File: src/hw/rtl/pwd_pkg.sv
// Package for the peer-wire deframer: constants, keyword table, shared types.
`default_nettype none

package pwd_pkg;

	localparam int BUFFER_BYTES_DEF = 16384;
	localparam int KW_BYTES         = 20;
	localparam int HS_TOTAL         = 68;
	localparam int LEN_BYTES        = 4;
	localparam int ID_OFFSET        = 4;
	localparam int OFF_W            = 33;
	localparam int LEN_W            = 32;
	localparam int RPT_W            = 15;

	// Handshake prefix: length 19, then "BitTorrent protocol"
	function automatic logic [7:0] kw_byte(input logic [4:0] idx);
		logic [7:0] val;
		case (idx)
			5'd0:    val = 8'd19;
			5'd1:    val = 8'h42; // B
			5'd2:    val = 8'h69; // i
			5'd3:    val = 8'h74; // t
			5'd4:    val = 8'h54; // T
			5'd5:    val = 8'h6f; // o
			5'd6:    val = 8'h72; // r
			5'd7:    val = 8'h72; // r
			5'd8:    val = 8'h65; // e
			5'd9:    val = 8'h6e; // n
			5'd10:   val = 8'h74; // t
			5'd11:   val = 8'h20; // space
			5'd12:   val = 8'h70; // p
			5'd13:   val = 8'h72; // r
			5'd14:   val = 8'h6f; // o
			5'd15:   val = 8'h74; // t
			5'd16:   val = 8'h6f; // o
			5'd17:   val = 8'h63; // c
			5'd18:   val = 8'h6f; // o
			5'd19:   val = 8'h6c; // l
			default: val = 8'h00;
		endcase
		return val;
	endfunction

	typedef struct packed {
		logic [OFF_W-1:0] offset;
		logic             first;
		logic             last;
		logic             hs;
		logic             id_valid;
		logic [7:0]       id;
		logic [LEN_W-1:0] length;
	} frame_info_t;

	typedef struct packed {
		logic             valid;
		logic [RPT_W-1:0] bytes;
		logic             all_done;
	} report_t;

endpackage

`default_nettype wire

File: src/hw/rtl/pwd_frame.sv
// Message framing state: offset, keyword match, length prefix and type byte.
`default_nettype none

module pwd_frame import pwd_pkg::*; (
	input  wire logic        clk,
	input  wire logic        arst_n,
	input  wire logic        advance,
	input  wire logic [7:0]  data,
	output frame_info_t      info
);

	logic [OFF_W-1:0] offset_q;
	logic [LEN_W-1:0] length_q;
	logic             kw_match_q;
	logic             hs_q;
	logic [7:0]       id_q;

	logic             in_kw;
	logic             kw_hit;
	logic             kw_match_n;
	logic             hs_n;
	logic [LEN_W-1:0] length_n;
	logic [7:0]       id_n;
	logic             last;
	logic             id_valid;

	always_comb begin
		in_kw      = offset_q < OFF_W'(KW_BYTES);
		kw_hit     = data == kw_byte(offset_q[4:0]);
		kw_match_n = kw_match_q && !(in_kw && !kw_hit);
		hs_n       = hs_q || (in_kw && kw_match_q && kw_hit
			&& offset_q == OFF_W'(KW_BYTES - 1));
		length_n   = (offset_q < OFF_W'(LEN_BYTES)) ? {length_q[LEN_W-9:0], data} : length_q;
		id_n       = (offset_q == OFF_W'(ID_OFFSET)) ? data : id_q;
		if (hs_n) begin
			last = offset_q == OFF_W'(HS_TOTAL - 1);
		end else begin
			last = offset_q >= OFF_W'(LEN_BYTES - 1)
				&& (offset_q - OFF_W'(LEN_BYTES - 1)) == {1'b0, length_n};
		end
		id_valid = offset_q >= OFF_W'(ID_OFFSET) && !hs_n;
	end

	assign info.offset   = offset_q;
	assign info.first    = offset_q == '0;
	assign info.last     = last;
	assign info.hs       = hs_n;
	assign info.id_valid = id_valid;
	assign info.id       = id_valid ? id_n : 8'h00;
	assign info.length   = hs_n ? '0 : length_n;

	always_ff @(posedge clk or negedge arst_n) begin
		if (!arst_n) begin
			offset_q   <= '0;
			length_q   <= '0;
			kw_match_q <= 1'b1;
			hs_q       <= 1'b0;
			id_q       <= 8'h00;
		end else if (advance) begin
			if (last) begin
				offset_q   <= '0;
				length_q   <= '0;
				kw_match_q <= 1'b1;
				hs_q       <= 1'b0;
				id_q       <= 8'h00;
			end else begin
				offset_q   <= offset_q + OFF_W'(1);
				length_q   <= length_n;
				kw_match_q <= kw_match_n;
				hs_q       <= hs_n;
				id_q       <= id_n;
			end
		end
	end

endmodule

`default_nettype wire

File: src/hw/rtl/pwd_acct.sv
// Buffer accounting: bytes held, end of last complete message, report on end of buffer.
`default_nettype none

module pwd_acct import pwd_pkg::*; #(
	parameter int BUFFER_BYTES = BUFFER_BYTES_DEF
) (
	input  wire logic clk,
	input  wire logic arst_n,
	input  wire logic advance,
	input  wire logic last,
	input  wire logic eob,
	output report_t   report
);

	localparam int CNT_W = $clog2(BUFFER_BYTES + 1);

	logic [CNT_W-1:0]       total_q;
	logic [CNT_W-1:0]       mark_q;
	logic [CNT_W-1:0]       total_inc;
	logic [CNT_W-1:0]       mark_n;
	logic [CNT_W+RPT_W-1:0] mark_ext;

	always_comb begin
		// saturates once the buffer is full
		total_inc = (total_q < CNT_W'(BUFFER_BYTES)) ? total_q + CNT_W'(1) : total_q;
		mark_n    = last ? total_inc : mark_q;
		mark_ext  = {{RPT_W{1'b0}}, mark_n};
	end

	assign report.valid    = eob;
	assign report.bytes    = eob ? mark_ext[RPT_W-1:0] : '0;
	assign report.all_done = eob && last;

	always_ff @(posedge clk or negedge arst_n) begin
		if (!arst_n) begin
			total_q <= '0;
			mark_q  <= '0;
		end else if (advance) begin
			if (eob) begin
				// unfinished tail carries over into the next buffer
				total_q <= (total_inc >= mark_n) ? total_inc - mark_n : '0;
				mark_q  <= '0;
			end else begin
				total_q <= total_inc;
				mark_q  <= mark_n;
			end
		end
	end

endmodule

`default_nettype wire

File: src/hw/rtl/peer_wire_message_deframer_core.sv
// Peer-wire message deframer: marks message boundaries in a received byte stream.
//
// Input channel: in_valid / in_stall with data_byte and end_of_buffer, one
// byte per transfer. Output channel: out_valid / out_stall with one result
// per input byte: offset in message, first/last marks, handshake flag,
// message id and length prefix, and on end-of-buffer bytes a report of the
// bytes held in complete messages.
// A byte taken into the input stage is decoded there and registered in the
// result register, which drives the outputs. Throughput: one byte per cycle
// while the receiver does not stall; the decode is a single pass of compare,
// counter and shift logic between the input stage and the result register.
// Reset clears both stages and the framing state: the first byte after reset
// starts a message and the buffer count starts at zero.
// When the receiver stalls, the held result stays put; the input stage keeps
// one further byte and in_stall rises only when both stages are full.
`default_nettype none

module peer_wire_message_deframer_core import pwd_pkg::*; #(
	parameter int BUFFER_BYTES = BUFFER_BYTES_DEF
) (
	input  wire logic               clk,
	input  wire logic               arst_n,
	input  wire logic               in_valid,
	output logic                    in_stall,
	input  wire logic [7:0]         data_byte,
	input  wire logic               end_of_buffer,
	output logic                    out_valid,
	input  wire logic               out_stall,
	output logic [7:0]              byte_out,
	output logic [OFF_W-1:0]        msg_offset,
	output logic                    first_byte,
	output logic                    last_byte,
	output logic                    handshake_seen,
	output logic                    id_valid,
	output logic [7:0]              msg_id,
	output logic [LEN_W-1:0]        msg_length,
	output logic                    report_valid,
	output logic [RPT_W-1:0]        complete_bytes,
	output logic                    all_complete
);

	logic        valid_s1;
	logic [7:0]  byte_s1;
	logic        eob_s1;
	logic        advance;

	frame_info_t info;
	report_t     report;

	logic             out_valid_q;
	logic [7:0]       byte_q;
	frame_info_t      info_q;
	report_t          report_q;

	assign advance  = valid_s1 && (!out_valid_q || !out_stall);
	assign in_stall = valid_s1 && !advance;

	always_ff @(posedge clk or negedge arst_n) begin
		if (!arst_n) begin
			valid_s1 <= 1'b0;
		end else if (in_valid && !in_stall) begin
			valid_s1 <= 1'b1;
		end else if (advance) begin
			valid_s1 <= 1'b0;
		end
	end

	always_ff @(posedge clk) begin
		if (in_valid && !in_stall) begin
			byte_s1 <= data_byte;
			eob_s1  <= end_of_buffer;
		end
	end

	pwd_frame u_frame (
		.clk     (clk),
		.arst_n  (arst_n),
		.advance (advance),
		.data    (byte_s1),
		.info    (info)
	);

	pwd_acct #(
		.BUFFER_BYTES (BUFFER_BYTES)
	) u_acct (
		.clk     (clk),
		.arst_n  (arst_n),
		.advance (advance),
		.last    (info.last),
		.eob     (eob_s1),
		.report  (report)
	);

	always_ff @(posedge clk or negedge arst_n) begin
		if (!arst_n) begin
			out_valid_q <= 1'b0;
		end else if (advance) begin
			out_valid_q <= 1'b1;
		end else if (!out_stall) begin
			out_valid_q <= 1'b0;
		end
	end

	always_ff @(posedge clk) begin
		if (advance) begin
			byte_q   <= byte_s1;
			info_q   <= info;
			report_q <= report;
		end
	end

	assign out_valid      = out_valid_q;
	assign byte_out       = byte_q;
	assign msg_offset     = info_q.offset;
	assign first_byte     = info_q.first;
	assign last_byte      = info_q.last;
	assign handshake_seen = info_q.hs;
	assign id_valid       = info_q.id_valid;
	assign msg_id         = info_q.id;
	assign msg_length     = info_q.length;
	assign report_valid   = report_q.valid;
	assign complete_bytes = report_q.bytes;
	assign all_complete   = report_q.all_done;

endmodule

`default_nettype wire

File: config.mk
export PLATFORM = sky130hd
export DESIGN_NAME = peer_wire_message_deframer_core
export DESIGN_NICKNAME = d
export VERILOG_FILES = /design/src/hw/rtl/pwd_pkg.sv /design/src/hw/rtl/pwd_frame.sv /design/src/hw/rtl/pwd_acct.sv /design/src/hw/rtl/peer_wire_message_deframer_core.sv
export SDC_FILE = /design/constraint.sdc
export NUM_CORES = 1
export LEC_CHECK = 0
export CAP_MARGIN = 20
export CORE_ASPECT_RATIO = 0.8
export CORE_MARGIN = 3
export CORE_UTILIZATION = 51
export CTS_CLUSTER_DIAMETER = 150
export DETAILED_ROUTE_END_ITERATION = 16
export DONT_BUFFER_PORTS = 1
export PLACE_DENSITY_LB_ADDON = 0.08
export SLEW_MARGIN = 30
export SYNTH_ARGS = -nofsm -noshare
export SYNTH_HDL_FRONTEND = slang
export SYNTH_SLANG_ARGS = --single-unit
File: constraint.sdc
create_clock -name clk -period 7.4 [get_ports clk]
set_input_delay 0.74 -clock clk [delete_from_list [all_inputs] [get_ports clk]]
set_output_delay 0.74 -clock clk [all_outputs]
set_load 0.05 [all_outputs]
==> results by group <==
Outcome
  • Status: complete, no violations

Timing
  • Max-slew violation count: 0
  • Final setup viols: 0
  • Actual slew at the worst max-slew pin: between 0.9 and 1 ns
  • Hold_ws: 0.06188 ns
  • Period minus WS final: ~7 ns
  • Period utilization: 0.9388
  • Highest Clock Rate: 0.1439 GHz
  • Setup_tns: 0 ns
  • Clk_skew: 0.01444 ns
  • Unrepaired setup endpoints after global routing: false
  • Hold Fails Final Rpt: 0
  • Slew HR: 0.3485

Power and ir drop
  • Worst ir drop on vdd: approximately 0.21 mV
  • Clock power share: 0.266
  • Reg power frac: 0.375
  • Comb power frac: 0.359
  • Leakage: 5.487 nW
  • Power Density: approximately 310 nW/µm²
  • Cell-internal power: approximately 2.6 mW
  • Sw Share: 0.3967
  • Switch Pwr: 1.695 mW

Clock network
  • Worst-path clk slew: 0.06 ns
  • Sink Count: between 200 and 250
  • Worst skew pair latency: approximately 0.52 ns
  • Root Driver: clkbuf_16
  • Clk buf depth: 3
  • Num CTS Buffers: 23
  • H-Tree Depth: 1
  • TritonCTS clock tree: built

Floorplanning
  • Row Count: 50
  • Die area: roughly 27,000 µm²
  • Io pins: around 120
  • Core area: 23,900 µm²
  • Die Wd: 182.3 µm
  • Initial Utilization: 0.5307
  • Die H: 147.1 µm

Drt
  • Met1 Wirelength: 18,200 µm
  • DRT iter0 DRCs: 1,257
  • Detail Route met2 WL: 15,440 µm
  • DR WL met3: between 3000 and 4000 µm
  • DRT Wirelength: 38,160 µm
  • Antenna viol nets, final: 0
  • Highest routed metal layer: met5
  • Drt via density: 6.499
  • Average wire per standard cell: 24.35 µm
  • Residual DRC: 0
  • Initial DRT Pass Iterations: 5
  • Routed vias: roughly 10k

Synthesis
  • Register area share after synthesis: 0.4740
  • Post-Syn Area: 12,680 µm²
  • Yosys top cell area share: 0.2628
  • Predominant post-synthesis flop cell: edfxtp_1
  • Yosys Warn Count: 0
  • Yosys cell types: 87
  • Synth area leaders: edfxtp_1, dfrtp_1, xnor2_1, nor2_1, xor2_1
  • EDFF count, synth: 111
  • Avg Cell Area, Syn: 9.948 µm²
  • Mapped Nets: between 1k and 1.5k
  • Synth Register Bits: 218
  • Synth Instances: 1,275
  • Asr flop ratio synth: 0.4908
  • Yosys top cell by area: edfxtp_1

Placement
  • Final GP Congestion: 0.9891
  • DP Cell Count: 1,524
  • Port-buffer cells: 0
  • Dpl hpwl: 26,570 µm
  • Area after DPL: ~13,000 µm²

Critical path
  • Crit start category: register
  • Critical path class: reg -> reg
  • WP data required: 7.77 ns
  • Max FO, Critical Path: 16
  • Arrival time worst endpoint: 7.32 ns
  • Crit. End Element: register

Global routing
  • Largest net degree at the start of global routing: 107
  • Global-route wire length before repair: 58,810 µm
  • Initial antenna violation count: 1
  • Vias in the first global route: 9,465
  • Gr usage total: 0.2802
  • GRT Residual Overflow: 0

Final layout
  • Final instance area: approximately 14,000 µm²
  • Synthesis-to-layout area growth: 8.218%
  • Post-layout util: 0.5743
  • Non-filler instance count after layout: ~1.6k
  • Share of layout cells above drive strength 1: 0.09402
  • Diodes inserted: 0
  • Final net count: 1,266

Min path
  • Min-delay worst type: in -> async

Run
  • Max-cap violations: 0
## stage by stage
| step | worst slack, ns | power, mW |
|---|---|---|
| floorplan | 0.7206 | 2.684 |
| global placement | 0.5938 | 3.081 |
| detailed placement | 0.4607 | 3.093 |
| CTS | 0.4353 | 4.248 |
| global route | 0.001315 | 4.484 |
| finish | 0.4526 | 4.273 |
## what timing repair did
action,CTS,global route
setup buffers,0,0
resized for setup,0,4
setup endpoints to repair,0,15
hold endpoints to repair,106,0
hold buffers,1,0
## cells in the final DEF (no fill, tap or decap), types with 15 or more instances in the layout
cell type	instances
nor2_1	126
o31ai_1	22
nand2_1	92
edfxtp_1	111
nor2b_1	15
xor2_1	46
nor3_1	31
a22o_1	41
a211oi_1	25
mux2i_1	24
and3_1	15
dfrtp_1	105
o21ai_0	50
inv_1	24
buf_4	39
nor4_1	31
nand4_1	34
clkbuf_16	25
xnor2_1	61
nand3_1	39
a21oi_1	51
## layer usage
layer,vias to the layer above,global-route usage
met5,-,0
met4,2,0.05253
met3,46,0.07327
met2,459,0.3811
met1,5011,0.4487
li1,4666,-
## worst max-delay path, cell delays in order, from the launching register on
cell and delay, ns:
dfrtp_1 0.52, or4_4 0.60, nor3b_4 0.28, buf_4 0.30
nand4_1 0.18, and3_1 0.25, nor4_1 0.31, nor4bb_1 0.33
nand4_1 0.16, o31a_1 0.39, nor2_1 0.12, a21oi_1 0.07
inv_1 0.07, ha_1 0.27, and2_1 0.16, o21ai_0 0.08
maj3_1 0.42, a211oi_1 0.36, maj3_1 0.33, o221ai_1 0.13
nand3_1 0.22, a21oi_1 0.10, o31a_1 0.24, nor4_1 0.29
buf_4 0.20, o22a_4 0.25, o221ai_1 0.13
## registers in the layout, indices dropped and copies added, names as in the netlist, 8 cells and up
name              flops
byte_s1               8
u_frame.offset_q     33
msg_id                8
byte_out              8
u_frame.length_q     32
msg_offset           33
msg_length           32
u_acct.total_q       15
u_frame.id_q          8
u_acct.mark_q        15
complete_bytes       15
## power groups by stage
stage / clock network, mW / logic [mW] / registers [mW]
floorplan: 0 / 1.10 / 1.58
global placement: 0 / 1.46 / 1.62
detailed placement: 0 / 1.47 / 1.62
CTS: 1.15 / 1.50 / 1.60
global route: 1.21 / 1.66 / 1.61
finish: 1.14 / 1.54 / 1.60
## worst paths after layout
check / from / endpoint / slack [ns] / depth (start not counted)
max in group asynchronous: arst_n / u_frame.offset_q[0] / 6.79 / 1
min in group clk: data_byte[0] / byte_s1[0] / 0.32 / 0
max: u_frame.offset_q[25] / u_acct.total_q[6] / 0.45 / 26
max reg2reg: u_frame.offset_q[25] / u_acct.total_q[6] / 0.45 / 26
min: arst_n / u_frame.kw_match_q / 0.06 / 0
min reg2reg: u_acct.mark_q[0] / u_acct.mark_q[0] / 0.49 / 2
## cell usage after synthesis (18+ instances only)
master and count:
edfxtp_1 111, nor4_1 33, buf_2 18, o31ai_1 22, inv_1 25, a21oi_1 51
mux2i_1 24, nand3_1 39, nand4_1 34, dfrtp_1 106, nand2_1 92, xor2_1 46
nor3_1 31, xnor2_1 61, a211oi_1 25, a22o_1 41, o21ai_0 50, clkbuf_1 68
nor2_1 128
## final cells by class
| class | instances | area, µm² |
|---|---|---|
| tap | 312 | 390.4 |
| multi-input combinational | 929 | 6161 |
| inverter | 26 | 100.1 |
| clock inverter | 6 | 43.79 |
| timing repair buffer | 40 | 320.3 |
| fill | 2086 | 10170 |
| clock buffer | 36 | 696.9 |
| sequential | 218 | 6013 |
## logic make-up (layout without fill, tap and decap cells)
logic type / count (synthesis) / after routing / share of synthesized area
AND/OR/NAND/NOR: 477 / 477 / 0.2012
AO/OA/AOI/OAI: 289 / 289 / 0.1596
flip-flops: 218 / 218 / 0.4740
buffers and inverters: 128 / 108 / 0.04212
XOR/XNOR: 108 / 108 / 0.07566
multiplexers: 34 / 34 / 0.02782
adder cells (fa/ha/maj): 21 / 21 / 0.01953
(Power assumes the default switching activity.)
